<file path="src/rtl/core/msk_pkg.sv">
// modified soundex key package: types, constants and character classing
// no dependencies; used by every file of the block

package msk_pkg;

    localparam int unsigned CHAR_W  = 8;
    localparam int unsigned QDEPTH  = 4;
    localparam int unsigned QPTR_W  = $clog2(QDEPTH);
    localparam int unsigned QCNT_W  = $clog2(QDEPTH + 1);

    localparam logic [CHAR_W-1:0] VOWEL_SYM = 8'h2A;   // '*'
    localparam logic [CHAR_W-1:0] NO_SYM    = 8'h00;

    typedef logic [CHAR_W-1:0] char_t;

    // request kinds handed from front to back
    typedef enum logic
    {
        OP_FIRST,   // first character of a word, copied as is
        OP_NEXT     // later character, carries candidate symbols
    } op_kind_t;

    typedef struct packed
    {
        op_kind_t kind;
        logic     is_end;   // request carries the word's last character
        char_t    sym1;     // held character's symbol, or the first character
        char_t    sym2;     // last character's symbol when is_end
    } msk_op_t;

    typedef enum logic
    {
        BK_SYM1,
        BK_SYM2
    } back_state_t;

    function automatic char_t sym_of(input char_t c);
        char_t s;
        case (c) inside
            "a", "e", "i", "o", "u", "y": s = VOWEL_SYM;
            "b", "f", "p", "v":           s = "1";
            "c", "g", "j", "k", "q", "s": s = "2";
            "d", "t":                     s = "3";
            "l":                          s = "4";
            "m", "n":                     s = "5";
            "r":                          s = "6";
            default:                      s = NO_SYM;
        endcase
        return s;
    endfunction

    function automatic logic vowel_char(input char_t c);
        return sym_of(c) == VOWEL_SYM;
    endfunction

    // candidate symbol of c from its neighbors, before suppression
    function automatic char_t decide_sym(input char_t c, input char_t prev,
                                         input char_t nxt, input logic nxt_is_end);
        char_t s;
        if (c == "e" && nxt_is_end)
        begin
            s = NO_SYM;
        end
        else if ((c == "y" || c == "w" || c == "h") && vowel_char(prev) &&
                 !nxt_is_end && vowel_char(nxt))
        begin
            s = c;
        end
        else
        begin
            s = sym_of(c);
        end
        return s;
    endfunction

endpackage

</file>
<file path="src/rtl/core/msk_queue.sv">
// short request queue between front and back
// depends on msk_pkg

module msk_queue
    import msk_pkg::*;
(
    input  logic    clk,
    input  logic    rst_n,
    input  logic    push_valid,
    output logic    push_ready,
    input  msk_op_t push_data,
    output logic    pop_valid,
    input  logic    pop_ready,
    output msk_op_t pop_data
);

    msk_op_t             slot_reg [QDEPTH];
    logic [QPTR_W-1:0]   wr_ptr_reg, rd_ptr_reg;
    logic [QCNT_W-1:0]   count_reg, count_next;
    logic                do_push, do_pop;

    assign push_ready = count_reg != QCNT_W'(QDEPTH);
    assign pop_valid  = count_reg != '0;
    assign pop_data   = slot_reg[rd_ptr_reg];
    assign do_push    = push_valid && push_ready;
    assign do_pop     = pop_valid && pop_ready;

    always_comb
    begin
        count_next = count_reg;
        if (do_push && !do_pop)
        begin
            count_next = count_reg + 1'b1;
        end
        else if (do_pop && !do_push)
        begin
            count_next = count_reg - 1'b1;
        end
    end

    always_ff @(posedge clk)
    begin
        if (do_push)
        begin
            slot_reg[wr_ptr_reg] <= push_data;
        end
    end

    always_ff @(posedge clk or negedge rst_n)
    begin
        if (!rst_n)
        begin
            wr_ptr_reg <= '0;
            rd_ptr_reg <= '0;
            count_reg  <= '0;
        end
        else
        begin
            if (do_push)
            begin
                wr_ptr_reg <= wr_ptr_reg + 1'b1;
            end
            if (do_pop)
            begin
                rd_ptr_reg <= rd_ptr_reg + 1'b1;
            end
            count_reg <= count_next;
        end
    end

endmodule

</file>
<file path="config.mk">
export PLATFORM = sky130hd
export DESIGN_NAME = msk_queue
export DESIGN_NICKNAME = d
export VERILOG_FILES = /design/src/rtl/core/msk_pkg.sv /design/src/rtl/core/msk_queue.sv
export SDC_FILE = /design/constraint.sdc
export NUM_CORES = 1
export LEC_CHECK = 0
export BUFFER_PORTS_ARGS = -buffer_cell sky130_fd_sc_hd__buf_4
export CAP_MARGIN = 20
export CORE_MARGIN = 1
export CORE_UTILIZATION = 45
export CTS_BUF_LIST = sky130_fd_sc_hd__clkbuf_4 sky130_fd_sc_hd__clkbuf_8
export CTS_CLUSTER_SIZE = 20
export DETAILED_ROUTE_END_ITERATION = 10
export SETUP_SLACK_MARGIN = 0.05
export SLEW_MARGIN = 5
export SYNTH_ARGS = -nofsm -noshare
export SYNTH_HDL_FRONTEND = slang
export SYNTH_SLANG_ARGS = --single-unit
</file>
<file path="constraint.sdc">
create_clock -name clk -period 5 [get_ports clk]
set_input_delay 1 -clock clk [delete_from_list [all_inputs] [get_ports clk]]
set_output_delay 1 -clock clk [all_outputs]
set_load 0.1 [all_outputs]
</file>
==> results.yml <==
drt:
  wl_met3_um: 212
  postRouteAntennaNets: 0
  met1_length_um: 2030
  wl_per_cell_um: 19.5
  top_layer: "met4"
  drt_iter0_drc: 58
  drc: 6
  vias_per_cell: 5.32
  dr.pass1.iters: 7
  wl_met2_um: 2680
  vias: 1377
  postRouteWirelength_um: 5050
critical_path:
  crit_type: "reg -> out"
  slowest_delay_ns: 0.96
  worstPathRequired_ns: 4.00
  crit_chain: "mux4_2, buf_4"
  cp_slowest_cell: "dfrtp_1"
  r2r_slack_ns: 2.90
  r2r_cells: 8
  crit_arrival_ns: 1.99
  end_kind: "primary output"
  cp_max_fo: 19
  startpoint_type: "flip-flop"
  rr_startpoint: "count_reg[0]$_DFFE_PN0P_"
  r2r_end: "count_reg[2]$_DFFE_PN0P_"
timing:
  setup_viol: 0
  setup_tns_ns: 0
  rsz0062_at_grt: "no"
  tightest_slew_ns: 0.997
  maxSlewViolCount: 0
  final.min_clock_period_ns: 2.99
  hold_viol: 0
  period_share_pct: 59.8
  clock_skew_ns: 0.00735
  maxSlewHeadroom_pct: 33.5
  max_clock_freq_ghz: 0.335
clocking:
  cts_setup_buffers: 0
  cts_hold_buf: 0
  clk_latency_ns: 0.34
  path_clk_slew_ns: 0.07
  numCtsBuffers: 9
  cts-resized-gates: 0
  cts_tree: "done"
  cts_max_level: 3
  clk_path_buf_depth: 2
  cts_sinks: 79
  root_buffer: "clkbuf_8"
grt:
  grt_pass1_vias: 1561
  grt_use_total_pct: 15.7
  antenna_found_initial: 0
  overflow: 0
  grt_pass1_wl_um: 7910
  grt_max_degree: 20
synthesis:
  synth_top_family_by_area: "multiplexers"
  synth_xor_area_share_pct: 1.73
  ys_seq_area_share_pct: 77.0
  synth_fa_ha_area_share_pct: 2.72
  synth_cell_type_count: 21
  syn_nets: 157
  synth_mux_area_share_pct: 14.1
  synthSimpleGateAreaFrac_pct: 2.35
  avgSynthCellArea_um2: 23.5
  syn_inst: 129
  ys_warn_count: 0
  syn-cell-area_um2: 3040
  ys_ff_latch: 79
  synth-compound-area-share_pct: 0.618
finish:
  fin_nets: 206
  final_common_cell: "edfxtp_1"
  largest_register_ffs: 72
  layout-drive-gt1-share_pct: 44.5
  num-fill-cells: 467
  areaGrowthSynthToFinish_pct: 20.1
  layout_common_cells: "edfxtp_1, buf_4, mux4_2"
  n_antenna_cell: 0
floorplan:
  ios: 42
  core_area_um2: 6420
  initial_utilization_pct: 47.3
  fp-row-count: 29
  die_w_um: 84.1
  die_y_um: 84.1
  dieArea_um2: 7080
flow_run:
  drv_cap: 0
placement:
  place_hpwl_um: 3130
  portBuffers: 41
  gp_congestion: 0.689
status:
  status: "complete, but fails checks"
  violations: "design-rule violations"
hold_path:
  holdCritPathClass: "in -> async"
## worst max-delay path by stage
stage | startpoint | to | cells after the start
3_3_place_gp | rd_ptr_reg[1]$_DFFE_PN0P_ | pop_data[15] | 2
3_5_place_dp | rd_ptr_reg[1]$_DFFE_PN0P_ | pop_data[7] | 2
2_1_floorplan | rd_ptr_reg[0]$_DFFE_PN0P_ | pop_data[10] | 2
6_report | rd_ptr_reg[1]$_DFFE_PN0P_ | pop_data[10] | 2
5_1_grt | rd_ptr_reg[1]$_DFFE_PN0P_ | pop_data[7] | 2
4_1_cts | rd_ptr_reg[1]$_DFFE_PN0P_ | pop_data[7] | 2
## cell usage after synthesis, drive strengths merged
cell,number,area (um2)
buf,4,35.0
xor2,2,17.5
nand3,1,10.0
mux2,2,22.5
or3,1,11.3
nand2,2,15.0
xnor2,4,35.0
nor2,2,10.0
fa,1,20.0
edfxtp,72,2160
inv,3,11.3
ha,5,62.6
and2,4,25.0
mux4,18,405
dfrtp,7,175
a21boi,1,18.8
## stage by stage
stage	instance area [um2]	hold WS, ns	instances	setup WS, ns	utilization, %
2_1_floorplan	3040	0.512	129	2.69	-
3_3_place_gp	3410	0.498	244	2.39	53.1
3_5_place_dp	3410	0.507	244	2.35	53.1
4_1_cts	3650	0.450	259	1.97	56.8
5_1_grt	3650	0.453	259	1.92	56.8
6_report	3650	0.462	259	2.01	56.8
## per-layer routing
layer | vias to the layer above | track usage, %
met4 | 0 | 9.40
met3 | 15 | 3.64
met1 | 712 | 18.6
met5 | - | 0
li1 | 616 | -
met2 | 34 | 26.4
## layout make-up
type	instances	area (um2)	area share [%]
Inverter	3	11.3	0.309
Tap cell	77	96.3	2.64
Clock inverter	4	95.1	2.61
Sequential cell	79	2340	64.1
Multi-Input combinational cell	43	653	17.9
Timing Repair Buffer	42	315	8.64
Clock buffer	11	139	3.81
## cell families after synthesis
| kind of cell | count (synthesis) |
|---|---|
| AOI/OAI and AO/OA | 1 |
| adders and majority gates | 6 |
| muxes | 20 |
| DFF | 79 |
| and+or+nand+nor | 10 |
| buffers and inverters | 7 |
| xor gates and xnor gates | 6 |
## critical path, delay by kind of cell (launching register included)
kind	cells	cell delay, ns
flops	1	0.96
mux	1	0.44
buf+inv	1	0.25
Power is left out: the tool's default activity adds up to more than one toggle a clock period on the data nets, which glitch-free logic cannot reach.
